==> src/des_round_function_f_assert.svh <==
// ----------------------------------------------------------------------------
// des_round_function_f_assert.svh
// Assertion macros shared by the DES round function RTL.
// ----------------------------------------------------------------------------
`ifndef DES_ROUND_FUNCTION_F_ASSERT_SVH
`define DES_ROUND_FUNCTION_F_ASSERT_SVH

// Same-cycle implication, sampled on clk, off while rst_n is low
`define DES_F_ASSERT_IMPL(label, ante, cons) \
    label: assert property (@(posedge clk) disable iff (!rst_n) (ante) |-> (cons)) \
        else $error("des_round_function_f: assertion failed");

// Next-cycle implication, sampled on clk, off while rst_n is low
`define DES_F_ASSERT_NEXT(label, ante, cons) \
    label: assert property (@(posedge clk) disable iff (!rst_n) (ante) |=> (cons)) \
        else $error("des_round_function_f: assertion failed");

`endif

==> src/des_f_pkg.sv <==
// ----------------------------------------------------------------------------
// des_f_pkg
// Tables and bit-level helpers for the DES round function f.
// ----------------------------------------------------------------------------
package des_f_pkg;

    localparam int HalfW = 32;
    localparam int KeyW  = 48;

    typedef logic [HalfW-1:0] half_t;
    typedef logic [KeyW-1:0]  key_t;
    typedef logic [4:0]       bit_idx_t;

    // E table, entry k gives the LSB-based source bit of expanded bit k (MSB first)
    localparam bit_idx_t E_IDX [0:47] = '{
        5'd0,  5'd31, 5'd30, 5'd29, 5'd28, 5'd27,
        5'd28, 5'd27, 5'd26, 5'd25, 5'd24, 5'd23,
        5'd24, 5'd23, 5'd22, 5'd21, 5'd20, 5'd19,
        5'd20, 5'd19, 5'd18, 5'd17, 5'd16, 5'd15,
        5'd16, 5'd15, 5'd14, 5'd13, 5'd12, 5'd11,
        5'd12, 5'd11, 5'd10, 5'd9,  5'd8,  5'd7,
        5'd8,  5'd7,  5'd6,  5'd5,  5'd4,  5'd3,
        5'd4,  5'd3,  5'd2,  5'd1,  5'd0,  5'd31
    };

    // P table, same convention
    localparam bit_idx_t P_IDX [0:31] = '{
        5'd16, 5'd25, 5'd12, 5'd11, 5'd3,  5'd20, 5'd4,  5'd15,
        5'd31, 5'd17, 5'd9,  5'd6,  5'd27, 5'd14, 5'd1,  5'd22,
        5'd30, 5'd24, 5'd8,  5'd18, 5'd0,  5'd5,  5'd29, 5'd23,
        5'd13, 5'd19, 5'd2,  5'd26, 5'd10, 5'd21, 5'd28, 5'd7
    };

    // S-boxes S1..S8, [box][row][column]
    localparam logic [3:0] SBOX_TAB [0:7][0:3][0:15] = '{
        '{ '{4'd14, 4'd4, 4'd13, 4'd1, 4'd2, 4'd15, 4'd11, 4'd8,
             4'd3, 4'd10, 4'd6, 4'd12, 4'd5, 4'd9, 4'd0, 4'd7},
           '{4'd0, 4'd15, 4'd7, 4'd4, 4'd14, 4'd2, 4'd13, 4'd1,
             4'd10, 4'd6, 4'd12, 4'd11, 4'd9, 4'd5, 4'd3, 4'd8},
           '{4'd4, 4'd1, 4'd14, 4'd8, 4'd13, 4'd6, 4'd2, 4'd11,
             4'd15, 4'd12, 4'd9, 4'd7, 4'd3, 4'd10, 4'd5, 4'd0},
           '{4'd15, 4'd12, 4'd8, 4'd2, 4'd4, 4'd9, 4'd1, 4'd7,
             4'd5, 4'd11, 4'd3, 4'd14, 4'd10, 4'd0, 4'd6, 4'd13} },
        '{ '{4'd15, 4'd1, 4'd8, 4'd14, 4'd6, 4'd11, 4'd3, 4'd4,
             4'd9, 4'd7, 4'd2, 4'd13, 4'd12, 4'd0, 4'd5, 4'd10},
           '{4'd3, 4'd13, 4'd4, 4'd7, 4'd15, 4'd2, 4'd8, 4'd14,
             4'd12, 4'd0, 4'd1, 4'd10, 4'd6, 4'd9, 4'd11, 4'd5},
           '{4'd0, 4'd14, 4'd7, 4'd11, 4'd10, 4'd4, 4'd13, 4'd1,
             4'd5, 4'd8, 4'd12, 4'd6, 4'd9, 4'd3, 4'd2, 4'd15},
           '{4'd13, 4'd8, 4'd10, 4'd1, 4'd3, 4'd15, 4'd4, 4'd2,
             4'd11, 4'd6, 4'd7, 4'd12, 4'd0, 4'd5, 4'd14, 4'd9} },
        '{ '{4'd10, 4'd0, 4'd9, 4'd14, 4'd6, 4'd3, 4'd15, 4'd5,
             4'd1, 4'd13, 4'd12, 4'd7, 4'd11, 4'd4, 4'd2, 4'd8},
           '{4'd13, 4'd7, 4'd0, 4'd9, 4'd3, 4'd4, 4'd6, 4'd10,
             4'd2, 4'd8, 4'd5, 4'd14, 4'd12, 4'd11, 4'd15, 4'd1},
           '{4'd13, 4'd6, 4'd4, 4'd9, 4'd8, 4'd15, 4'd3, 4'd0,
             4'd11, 4'd1, 4'd2, 4'd12, 4'd5, 4'd10, 4'd14, 4'd7},
           '{4'd1, 4'd10, 4'd13, 4'd0, 4'd6, 4'd9, 4'd8, 4'd7,
             4'd4, 4'd15, 4'd14, 4'd3, 4'd11, 4'd5, 4'd2, 4'd12} },
        '{ '{4'd7, 4'd13, 4'd14, 4'd3, 4'd0, 4'd6, 4'd9, 4'd10,
             4'd1, 4'd2, 4'd8, 4'd5, 4'd11, 4'd12, 4'd4, 4'd15},
           '{4'd13, 4'd8, 4'd11, 4'd5, 4'd6, 4'd15, 4'd0, 4'd3,
             4'd4, 4'd7, 4'd2, 4'd12, 4'd1, 4'd10, 4'd14, 4'd9},
           '{4'd10, 4'd6, 4'd9, 4'd0, 4'd12, 4'd11, 4'd7, 4'd13,
             4'd15, 4'd1, 4'd3, 4'd14, 4'd5, 4'd2, 4'd8, 4'd4},
           '{4'd3, 4'd15, 4'd0, 4'd6, 4'd10, 4'd1, 4'd13, 4'd8,
             4'd9, 4'd4, 4'd5, 4'd11, 4'd12, 4'd7, 4'd2, 4'd14} },
        '{ '{4'd2, 4'd12, 4'd4, 4'd1, 4'd7, 4'd10, 4'd11, 4'd6,
             4'd8, 4'd5, 4'd3, 4'd15, 4'd13, 4'd0, 4'd14, 4'd9},
           '{4'd14, 4'd11, 4'd2, 4'd12, 4'd4, 4'd7, 4'd13, 4'd1,
             4'd5, 4'd0, 4'd15, 4'd10, 4'd3, 4'd9, 4'd8, 4'd6},
           '{4'd4, 4'd2, 4'd1, 4'd11, 4'd10, 4'd13, 4'd7, 4'd8,
             4'd15, 4'd9, 4'd12, 4'd5, 4'd6, 4'd3, 4'd0, 4'd14},
           '{4'd11, 4'd8, 4'd12, 4'd7, 4'd1, 4'd14, 4'd2, 4'd13,
             4'd6, 4'd15, 4'd0, 4'd9, 4'd10, 4'd4, 4'd5, 4'd3} },
        '{ '{4'd12, 4'd1, 4'd10, 4'd15, 4'd9, 4'd2, 4'd6, 4'd8,
             4'd0, 4'd13, 4'd3, 4'd4, 4'd14, 4'd7, 4'd5, 4'd11},
           '{4'd10, 4'd15, 4'd4, 4'd2, 4'd7, 4'd12, 4'd9, 4'd5,
             4'd6, 4'd1, 4'd13, 4'd14, 4'd0, 4'd11, 4'd3, 4'd8},
           '{4'd9, 4'd14, 4'd15, 4'd5, 4'd2, 4'd8, 4'd12, 4'd3,
             4'd7, 4'd0, 4'd4, 4'd10, 4'd1, 4'd13, 4'd11, 4'd6},
           '{4'd4, 4'd3, 4'd2, 4'd12, 4'd9, 4'd5, 4'd15, 4'd10,
             4'd11, 4'd14, 4'd1, 4'd7, 4'd6, 4'd0, 4'd8, 4'd13} },
        '{ '{4'd4, 4'd11, 4'd2, 4'd14, 4'd15, 4'd0, 4'd8, 4'd13,
             4'd3, 4'd12, 4'd9, 4'd7, 4'd5, 4'd10, 4'd6, 4'd1},
           '{4'd13, 4'd0, 4'd11, 4'd7, 4'd4, 4'd9, 4'd1, 4'd10,
             4'd14, 4'd3, 4'd5, 4'd12, 4'd2, 4'd15, 4'd8, 4'd6},
           '{4'd1, 4'd4, 4'd11, 4'd13, 4'd12, 4'd3, 4'd7, 4'd14,
             4'd10, 4'd15, 4'd6, 4'd8, 4'd0, 4'd5, 4'd9, 4'd2},
           '{4'd6, 4'd11, 4'd13, 4'd8, 4'd1, 4'd4, 4'd10, 4'd7,
             4'd9, 4'd5, 4'd0, 4'd15, 4'd14, 4'd2, 4'd3, 4'd12} },
        '{ '{4'd13, 4'd2, 4'd8, 4'd4, 4'd6, 4'd15, 4'd11, 4'd1,
             4'd10, 4'd9, 4'd3, 4'd14, 4'd5, 4'd0, 4'd12, 4'd7},
           '{4'd1, 4'd15, 4'd13, 4'd8, 4'd10, 4'd3, 4'd7, 4'd4,
             4'd12, 4'd5, 4'd6, 4'd11, 4'd0, 4'd14, 4'd9, 4'd2},
           '{4'd7, 4'd11, 4'd4, 4'd1, 4'd9, 4'd12, 4'd14, 4'd2,
             4'd0, 4'd6, 4'd10, 4'd13, 4'd15, 4'd3, 4'd5, 4'd8},
           '{4'd2, 4'd1, 4'd14, 4'd7, 4'd4, 4'd10, 4'd8, 4'd13,
             4'd15, 4'd12, 4'd9, 4'd0, 4'd3, 4'd5, 4'd6, 4'd11} }
    };

    // E expansion: pure wiring
    function automatic key_t e_expand(input half_t r);
        key_t e;
        e = '0;
        for (int k = 0; k < KeyW; k++)
        begin
            e[KeyW-1-k] = r[E_IDX[k]];
        end
        return e;
    endfunction

    // P permutation: pure wiring
    function automatic half_t p_permute(input half_t s);
        half_t p;
        p = '0;
        for (int k = 0; k < HalfW; k++)
        begin
            p[HalfW-1-k] = s[P_IDX[k]];
        end
        return p;
    endfunction

    // One S-box lookup: row from outer bits, column from middle four
    function automatic logic [3:0] sbox_lookup(input logic [2:0] box, input logic [5:0] grp);
        return SBOX_TAB[box][{grp[5], grp[0]}][grp[4:1]];
    endfunction

endpackage

==> src/des_round_function_f.sv <==
// ----------------------------------------------------------------------------
// des_round_function_f
// DES round function f: E expansion, subkey mix, S1..S8, P permutation.
// ----------------------------------------------------------------------------
// Usage:
//   Input word: right_half and round_key are taken at a rising edge where
//   start is high and busy is low. busy is high only in the first cycle
//   after reset is released, then stays low; a word may be issued every
//   cycle.
//   Result word: f_result is valid for exactly one cycle while done is high.
//   Order: an accepted word is held in the input register, then the
//   result register takes the result. Throughput: one word
//   per cycle; the E/XOR/S-box/P path sits entirely between the two
//   registers.
//   Reset: rst_n is asynchronous, active low; it drops any word in flight,
//   clears done and sets busy. The data registers are not reset.
//   The receiver cannot stall; each result must be taken when done is high.
// ----------------------------------------------------------------------------
`include "des_round_function_f_assert.svh"

module des_round_function_f
    import des_f_pkg::*;
(
    input  logic              clk,
    input  logic              rst_n,
    input  logic              start,
    output logic              busy,
    input  logic [HalfW-1:0]  right_half,
    input  logic [KeyW-1:0]   round_key,
    output logic              done,
    output logic [HalfW-1:0]  f_result
);

    logic  busy_reg;
    logic  in_valid_reg;
    logic  in_valid_next;
    half_t right_half_reg;
    key_t  round_key_reg;
    logic  done_reg;
    half_t f_result_reg;
    half_t f_result_next;
    key_t  mixed;
    half_t joined;
    logic  accept;

    assign accept        = start && !busy_reg;
    assign in_valid_next = accept;

    // Busy for one cycle out of reset
    always_ff @(posedge clk or negedge rst_n)
    begin
        if (!rst_n)
        begin
            busy_reg <= 1'b1;
        end
        else
        begin
            busy_reg <= 1'b0;
        end
    end

    // Input register
    always_ff @(posedge clk or negedge rst_n)
    begin
        if (!rst_n)
        begin
            in_valid_reg <= 1'b0;
        end
        else
        begin
            in_valid_reg <= in_valid_next;
        end
    end

    always_ff @(posedge clk)
    begin
        if (accept)
        begin
            right_half_reg <= right_half;
            round_key_reg  <= round_key;
        end
    end

    // Expand and mix with subkey
    assign mixed = e_expand(right_half_reg) ^ round_key_reg;

    // S-box layer, S1 in the top nibble
    for (genvar g = 0; g < 8; g++)
    begin : g_sbox
        assign joined[HalfW-1-4*g -: 4] = sbox_lookup(3'(g), mixed[KeyW-1-6*g -: 6]);
    end

    assign f_result_next = p_permute(joined);

    // Result register
    always_ff @(posedge clk or negedge rst_n)
    begin
        if (!rst_n)
        begin
            done_reg <= 1'b0;
        end
        else
        begin
            done_reg <= in_valid_reg;
        end
    end

    always_ff @(posedge clk)
    begin
        if (in_valid_reg)
        begin
            f_result_reg <= f_result_next;
        end
    end

    assign busy     = busy_reg;
    assign done     = done_reg;
    assign f_result = f_result_reg;

    // Checks
    `DES_F_ASSERT_NEXT(a_accept_to_done, accept, ##1 done_reg)
    `DES_F_ASSERT_NEXT(a_no_word_no_done, !in_valid_reg, !done_reg)
    `DES_F_ASSERT_NEXT(a_busy_blocks_accept, busy_reg, !in_valid_reg)
    `DES_F_ASSERT_IMPL(a_done_has_source, done_reg, $past(in_valid_reg))

endmodule
==> config.mk <==
export PLATFORM = sky130hd
export DESIGN_NAME = des_round_function_f
export DESIGN_NICKNAME = d
export VERILOG_FILES = /design/src/des_f_pkg.sv /design/src/des_round_function_f.sv
export VERILOG_INCLUDE_DIRS = /design/src /design/src/src
export SDC_FILE = /design/constraint.sdc
export NUM_CORES = 1
export LEC_CHECK = 0
export BUFFER_PORTS_ARGS = -buffer_cell sky130_fd_sc_hd__buf_4
export CORE_UTILIZATION = 60
export DETAILED_ROUTE_END_ITERATION = 6
export PLACE_DENSITY = 0.79
export SLEW_MARGIN = 20
export SYNTH_ARGS = -nofsm -noshare
export SYNTH_HDL_FRONTEND = slang
export SYNTH_SLANG_ARGS = --single-unit
==> constraint.sdc <==
create_clock -name clk -period 10.5 [get_ports clk]
set_clock_uncertainty 0.05 [all_clocks]
set_input_delay 1.575 -clock clk [delete_from_list [all_inputs] [get_ports clk]]
set_output_delay 1.575 -clock clk [all_outputs]
set_load 0.05 [all_outputs]
Word level (Yosys, flattened, before mapping)
Index checks and enable logic that the tools add are counted.
{ "word_totals": {"out_inout_bits": 34, "reg_bits": 115, "in_bits": 83} }
{ "op_classes": {"n_reduce_logical": 2, "n_bitwise": 17, "muxes": 48, "n_lt_le_gt_ge": 16} }
{ "ops": {"columns": ["op", "n"], "rows": [
  ["$bmux 64 s2", 8],
  ["$mux 64", 16],
  ["$bmux 4 s4", 8],
  ["$mux 4", 16],
  ["$xor 48x48->48", 1],
  ["$ge 5x5->1 const B", 8],
  ["$not 4->5", 8],
  ["$ge 3x3->1 const B", 8],
  ["$not 2->3", 8],
  ["$logic_and 1x1->1", 1],
  ["$logic_not 1->1", 1]
]} }

Logic depth before layout (Yosys ltp)
Gate-level depths: netlist (run 1).
{ "depth": {"ltp_word": 8, "ltp_mapped": 8} }

Least setup slack after synthesis (run 1)
Ideal clock, no wire load.
{ "synth_timing": {"kind": "input to register", "start": "input start", "end": "register right_half_reg[0], enable pin", "arrival_time_ns": 5.098, "slack_ns": 4.824, "t_required_ns": 9.922, "path_stages": 1, "cell_sequence": "nor2b_1"} }
{ "synth_via": {"elab_chain_len": 1} }
{ "synth_lines": {"columns": ["item", "line_no", "source"], "rows": [
  ["from (decl)", "des_round_function_f.sv:26", "input logic start,"],
  ["$logic_and 1x1->1", "des_round_function_f.sv:46", "assign accept = start && !busy_reg;"],
  ["to (signal assigned)", "des_round_function_f.sv:79", "right_half_reg <= right_half;"],
  ["to (decl)", "des_round_function_f.sv:37", "half_t right_half_reg;"]
]} }
Every way passes these cells.
A chain may end at the register's enable or synchronous reset.

Final worst setup path (run 1)
{ "layout_timing": {"start": "register right_half_reg[4]", "end": "register f_result_reg[27], in the netlist f_result[27] (data pin)"} }
{ "layout_via": {"elab_chain_len": 8} }
{ "layout_lines": {"columns": ["item", "line_no", "source"], "rows": [
  ["$xor 48x48->48", "des_round_function_f.sv:85", "assign mixed = e_expand(right_half_reg) ^ round_key_reg;"],
  ["$not 2->3 (implied by the code)", "des_f_pkg.sv:126", "return SBOX_TAB[box][{grp[5], grp[0]}][grp[4:1]];"],
  ["$bmux 64 s2", "des_f_pkg.sv:126", null],
  ["$mux 64 (implied by the code) (2 in a row)", "des_f_pkg.sv:126", null],
  ["$bmux 4 s4", "des_f_pkg.sv:126", null],
  ["$mux 4 (implied by the code) (2 in a row)", "des_f_pkg.sv:126", null],
  ["net f_result_next[27]", "des_round_function_f.sv:41", "half_t f_result_next;"],
  ["to (signal assigned)", "des_round_function_f.sv:112", "f_result_reg <= f_result_next;"],
  ["to (decl)", "des_round_function_f.sv:40", "half_t f_result_reg;"]
]} }
The timed path passes the listed nets, and every way through them passes these cells. The select of a mux whose other input is x is not followed.

==> reports/metrics.yaml, run 1 <==
die_height_um: 123
synth_nets: 1008
floorplan.die_area_um2: 15100
required_ns: 10.71
avgRoutedWirePerCell_um: 17.7
effective_utilization_at_floorplan_pct: 62.4
worst_ir_drop_vdd_v: 0.000130
synth_edf_count: 112
root_buffer: "clkbuf_16"
setup_tns_ns: 0
worst_hold_slack_ns: 0.725
timing.critical_path.to_type: "flip-flop"
remaining_routing_drc_violations: 0
tritoncts.num_buffers: 17
insertedDiodeCount: 0
num_vias: 7420
first_pass_detailed_route_iteration_total: 7
power.density_nw_per_um2: 148
global_route_wire_length_before_repair_mm: 33.1
timing.slew.headroom_pct: 26.9
nets: 1116
netlist_instances: 866
floorplan.io_pins: 117
hold_path_class: "reg -> reg"
detail_route.iter0.violations: 871
asyncSetResetFlopFracSynth_pct: 2.61
post_cts_resize_count: 0
ys_warnings: 0
mappedNetlistArea_um2: 8760
setup_repair_after_global_routing_missed_its_margin: "false"
place.gp.congestion: 0.912
tightest_slew_ns: 1.09
max_cap_viol_count: 0
synth_ff_type: "edfxtp_1"
synth_seq_area_share_pct: 39.2
areaGrowthSynthToFinish_pct: 18.6
hold_violations: 0
cts_num_sinks: 115
cts.reportedPaths.clkPinSlew_ns: 0.06
cts.hold.buffers_added: 0
rr_startpoint: "right_half_reg[4]$_DFFE_PP_"
utilization_pct: 74.0
fin_max_slew_vios: 0
timing.critical_path.arrival_ns: 3.02
postRouteWirelength_mm: 20.6
fmax_ghz: 0.357
timing.hold.worst.start: "round_key_reg[10]$_DFFE_PP_"
post-route-min-period_ns: 2.80
hpwlAfterDp_mm: 14.1
pin_count_of_the_biggest_net_entering_global_routing: 82
antenna_found_initial: 0
crit_fanout: 10
avgSynthCellArea_um2: 10.1
synthDistinctLibCells: 76
number_of_flip_flops_in_the_largest_register: 48
first_global_vias: 6670
p_leak_uw: 0.00398
cts_max_level: 4
io_buffers: 116
run_status: "finished clean"
final_layout_size_suffix_gt1_share_pct: 20.3
fp.dieW_um: 123
grt_remaining_overflow: 0
crit_path_start: "right_half_reg[4]$_DFFE_PP_"
criticalPathCategory: "reg -> reg"
tritoncts: "yes"
worst_skew_pair.late_latency_ns: 0.42
cts_post_setup_buffers_inserted: 0
worst_setup_path_start_kind: "flip-flop"
post_drt_via_cell_ratio: 6.36
global_route.usage.total_pct: 28.5
clock_tree.buffer_depth: 2
setup_violations: 0
post-route-period-util_pct: 26.7
synth_seq_cells: 115
core.rowCount: 43
placeable_core_region_um2: 14000
detail-route-antenna-nets: 0
n_fill_cell: 1000
stage by stage:
stage | setup slack [ns] | power, µW | instance area (µm²) | instances
6_report | 7.70 | 1540 | 10400 | 1167
5_1_grt | 7.44 | 1610 | 10400 | 1167
4_1_cts | 7.69 | 1540 | 10400 | 1167
3_5_place_dp | 7.46 | 969 | 9790 | 1135
3_3_place_gp | 7.48 | 963 | 9790 | 1135
2_1_floorplan | 4.82 | 865 | 8760 | 866
final timing paths:
kind	to	cells past startpoint	slack, ns
max in group asynchronous	busy$_DFF_PN1_	1	9.32
setup reg to reg	f_result[27]$_DFFE_PP_	7	7.70
min in group asynchronous	in_valid_reg$_DFF_PN0_	1	0.88
setup / recovery	f_result[27]$_DFFE_PP_	7	7.70
hold / removal	f_result[25]$_DFFE_PP_	2	0.73
hold reg to reg	f_result[25]$_DFFE_PP_	2	0.73
worst max-delay path, stage by stage, from the launching register on:
cell,delay (ns)
edfxtp_1,0.45
xnor2_1,0.69
inv_1,0.32
ha_1,0.31
mux4_2,0.45
nor3_1,0.16
a41oi_1,0.07
o211ai_1,0.14
power breakdown:
part	switching, µW	internal [µW]	total (µW)
logic	251	162	413
clock network	219	350	568
registers	15.9	540	556
total	485	1050	1540
cells by family after synthesis:
logic type / Yosys count / synth area share, %
AOI/OAI and AO/OA: 252 / 20.3
xor gates and xnor gates: 89 / 10.4
adders and majority gates: 59 / 8.42
buffers and inverters: 71 / 3.38
DFF: 115 / 39.2
muxes: 38 / 6.37
other: 1 / 0.0428
and+or+nand+nor: 241 / 11.9
final cells by class:
class	instances	area (µm²)	area share, %
clock buffers	17	425	4.09
well taps	180	225	2.17
clock inverters	15	158	1.52
repair buffers	129	968	9.32
multi-input cells	680	5060	48.7
inverters	31	119	1.14
flip-flops and latches	115	3440	33.1
layer usage:
| layer | GRT usage (%) | routed length [µm] |
|---|---|---|
| met2 | 45.6 | 10100 |
| met5 | 0 | 0 |
| met4 | 8.84 | 387 |
| met1 | 38.7 | 8620 |
| met3 | 5.99 | 1540 |
cell usage after synthesis, types with 7 or more instances:
master / n / area, µm²
mux4_2: 10 / 225
or3_1: 8 / 50.1
a31oi_1: 18 / 113
o311ai_0: 9 / 78.8
xor2_2: 7 / 114
edfxtp_1: 112 / 3360
o22ai_1: 7 / 43.8
o211ai_1: 30 / 225
xor2_1: 27 / 236
a21oi_1: 40 / 200
o21ai_0: 46 / 230
mux2i_1: 22 / 220
o221ai_1: 7 / 61.3
inv_1: 28 / 105
ha_1: 59 / 738
nor2_1: 83 / 312
nand3_1: 22 / 110
a211oi_1: 27 / 203
clkbuf_1: 26 / 97.6
nand2_1: 82 / 308
nor3_1: 25 / 125
xnor2_1: 47 / 412
buf_2: 10 / 50.1
layout by cell type, fill, tap and decap left out, types with 4 or more instances in the layout:
cell type   netlist  final
a32oi_1           5      5
ha_1             59     59
mux4_2           10     10
inv_1            28     28
o311ai_0          9      9
nand3_1          22     22
o31ai_1           4      4
or3_1             8      8
a31oi_1          18     18
mux2i_1          22     22
a211oi_1         27     27
xor2_1           27     25
and2_1            5      5
o221ai_1          7      7
xor2_2            7      9
buf_4             2    129
clkinvlp_4        0      4
xnor2_2           6      7
nor2_1           83     83
a2111oi_0         5      5
a221oi_1          5      5
edfxtp_1        112    112
nand2_1          82     82
xnor2_1          47     46
o22ai_1           7      7
a21oi_1          40     40
o2111ai_1         6      6
o21ai_0          46     46
clkbuf_16         0     17
nor3_1           25     25
nand4_1           4      4
o211ai_1         30     30
No activity file was read; power rests on OpenSTA's default activity.
==> inputs of run 2 (changes only) <==
- CORE_UTILIZATION: 60 -> 54
- PLACE_DENSITY: 0.79 -> 0.74
- clock period: 10.5 -> 2.51 ns (I/O delays scaled with it)
==> run 2 against run 1 <==
Register-to-register slack got worse by 7.6 ns; largest power group unchanged; clock power rose to 4.6 times the previous value; maximum frequency rose by 18%; power rose to 4.4 times the previous value; cell count rose by 9.0%; cell area rose by 5.7%; setup slack got worse by 7.6 ns; worst hold slack got worse by 0.65 ns; largest cell class unchanged; die area rose by 11%; wire length rose by 2.6%; core utilization fell by 4.8 points; critical path depth fell by 1.
==> reports/metrics.yaml, run 2 (synthesized netlist as in run 1, its figures left out) <==
io_buffers: 116
dpl-instance-area_um2: 10400
core.rowCount: 46
tritoncts.num_buffers: 17
detail_route.iter0.violations: 820
num_vias: 7614
required_ns: 2.63
post-route-period-util_pct: 94.7
gr-usage-met2_pct: 43.9
first_global_vias: 7101
post_cts_resize_count: 0
global_route.usage.total_pct: 26.4
floorplan.io_pins: 117
floorplan.die_area_um2: 16700
design_power_total_uw: 6780
final_layout_size_suffix_gt1_share_pct: 24.7
fin_max_slew_vios: 0
setup_violations: 0
hpwlAfterDp_mm: 14.9
cts_post_setup_buffers_inserted: 0
remaining_routing_drc_violations: 0
max_cap_viol_count: 0
pin_count_of_the_biggest_net_entering_global_routing: 82
run_status: "finished clean"
mostFrequentLayoutCell: "buf_4"
hold_path_class: "in -> reg"
effective_utilization_at_floorplan_pct: 55.2
timing.slew.headroom_pct: 57.1
final_design_area_no_fill_um2: 11000
postRouteWirelength_mm: 21.2
fmax_ghz: 0.421
post_drt_via_cell_ratio: 5.99
layout.cells.most_common_list: "196 x buf_4, 112 x edfxtp_1, 83 x nor2_1"
crit_fanout: 13
avgRoutedWirePerCell_um: 16.6
first_pass_detailed_route_iteration_total: 6
placeable_core_region_um2: 15900
worst_skew_pair.late_latency_ns: 0.42
hold_violations: 0
p_leak_uw: 0.00433
worst_hold_slack_ns: 0.0787
timing.critical_path.to_type: "flip-flop"
worst_setup_path_start_kind: "flip-flop"
number_of_flip_flops_in_the_largest_register: 48
timing.critical_path.arrival_ns: 2.50
global_route.peak_usage_layer: "met2"
root_buffer: "clkbuf_16"
clock_tree.buffer_depth: 2
insertedDiodeCount: 0
cts_max_level: 4
grt_remaining_overflow: 0
r2r_cells: 6
tightest_slew_ns: 0.639
areaGrowthSynthToFinish_pct: 25.4
fp.dieW_um: 129
post-route-min-period_ns: 2.38
criticalPathCategory: "reg -> reg"
tritoncts: "yes"
place.gp.congestion: 0.930
power.density_nw_per_um2: 617
worst_ir_drop_vdd_v: 0.000486
cts.reportedPaths.clkPinSlew_ns: 0.06
global_route_wire_length_before_repair_mm: 34.5
setup_tns_ns: 0
cts_num_sinks: 115
worst_hold_path.num_cells: 1
global_route.usage.met1_pct: 34.0
cts.hold.buffers_added: 1
setup_repair_after_global_routing_missed_its_margin: "false"
nets: 1185
antenna_found_initial: 0
detail-route-antenna-nets: 0
die_height_um: 129
grt_util_met3_pct: 5.08
[run 2: changes by cell type in the layout (fill, tap and decap cells not counted), sizes merged]
cell / previous run / this run
dlygate4sd3: 0 / 1
bufinv: 2 / 5
inv: 34 / 31
clkbuf: 17 / 20
buf: 129 / 197
clkinv: 6 / 7
clkinvlp: 4 / 0
[run 2: worst paths after layout]
kind	from	to	slack [ns]
worst max-delay path	right_half_reg[0]$_DFFE_PP_	f_result[1]$_DFFE_PP_	0.13
worst min-delay path	round_key[12]	round_key_reg[12]$_DFFE_PP_	0.08
worst max register to register	right_half_reg[0]$_DFFE_PP_	f_result[1]$_DFFE_PP_	0.13
worst min register to register	in_valid_reg$_DFF_PN0_	done$_DFF_PN0_	0.49
max in group asynchronous	rst_n	busy$_DFF_PN1_	1.96
min in group asynchronous	rst_n	done$_DFF_PN0_	0.26
[run 2: area by class of cell]
cell class	count	area, µm²
Multi-Input combinational cell	680	5040
Fill cell	1232	4890
Sequential cell	115	3440
Timing Repair Buffer	198	1500
Clock buffer	20	437
Tap cell	216	270
Clock inverter	12	186
Inverter	31	119
[run 2: layer usage]
| layer | wire [µm] | vias up | part of all wire [%] |
|---|---|---|---|
| li1 | - | 3658 | - |
| met1 | 8900 | 3553 | 42 |
| met2 | 10500 | 360 | 50 |
| met3 | 1380 | 43 | 6.5 |
| met4 | 402 | 0 | 1.9 |
| met5 | 0 | - | 0 |
[run 2: critical path, cell delays in order, from the launching register on]
cell and delay, ns:
edfxtp_1 0.47, xor2_4 0.42, ha_1 0.37, mux4_2 0.48, nand2_1 0.08, o211ai_1 0.08, and3_1 0.18
[run 2: stage by stage]
| stage | util, % | std cells | setup slack (ns) |
|---|---|---|---|
| final | 69.2 | 1272 | 0.133 |
| after detailed placement | 65.2 | 1239 | 0.141 |
| after global routing | 69.2 | 1272 | 0.0180 |
| after global placement | 65.2 | 1239 | 0.192 |
| after CTS | 69.2 | 1272 | 0.131 |
| after floorplan | - | 866 | 0.151 |
[run 2: report_power, final]
group / total, µW / switching (µW) / internal (µW)
clock network: 2590 / 848 / 1750
logic: 1860 / 1080 / 786
registers: 2320 / 63.1 / 2260
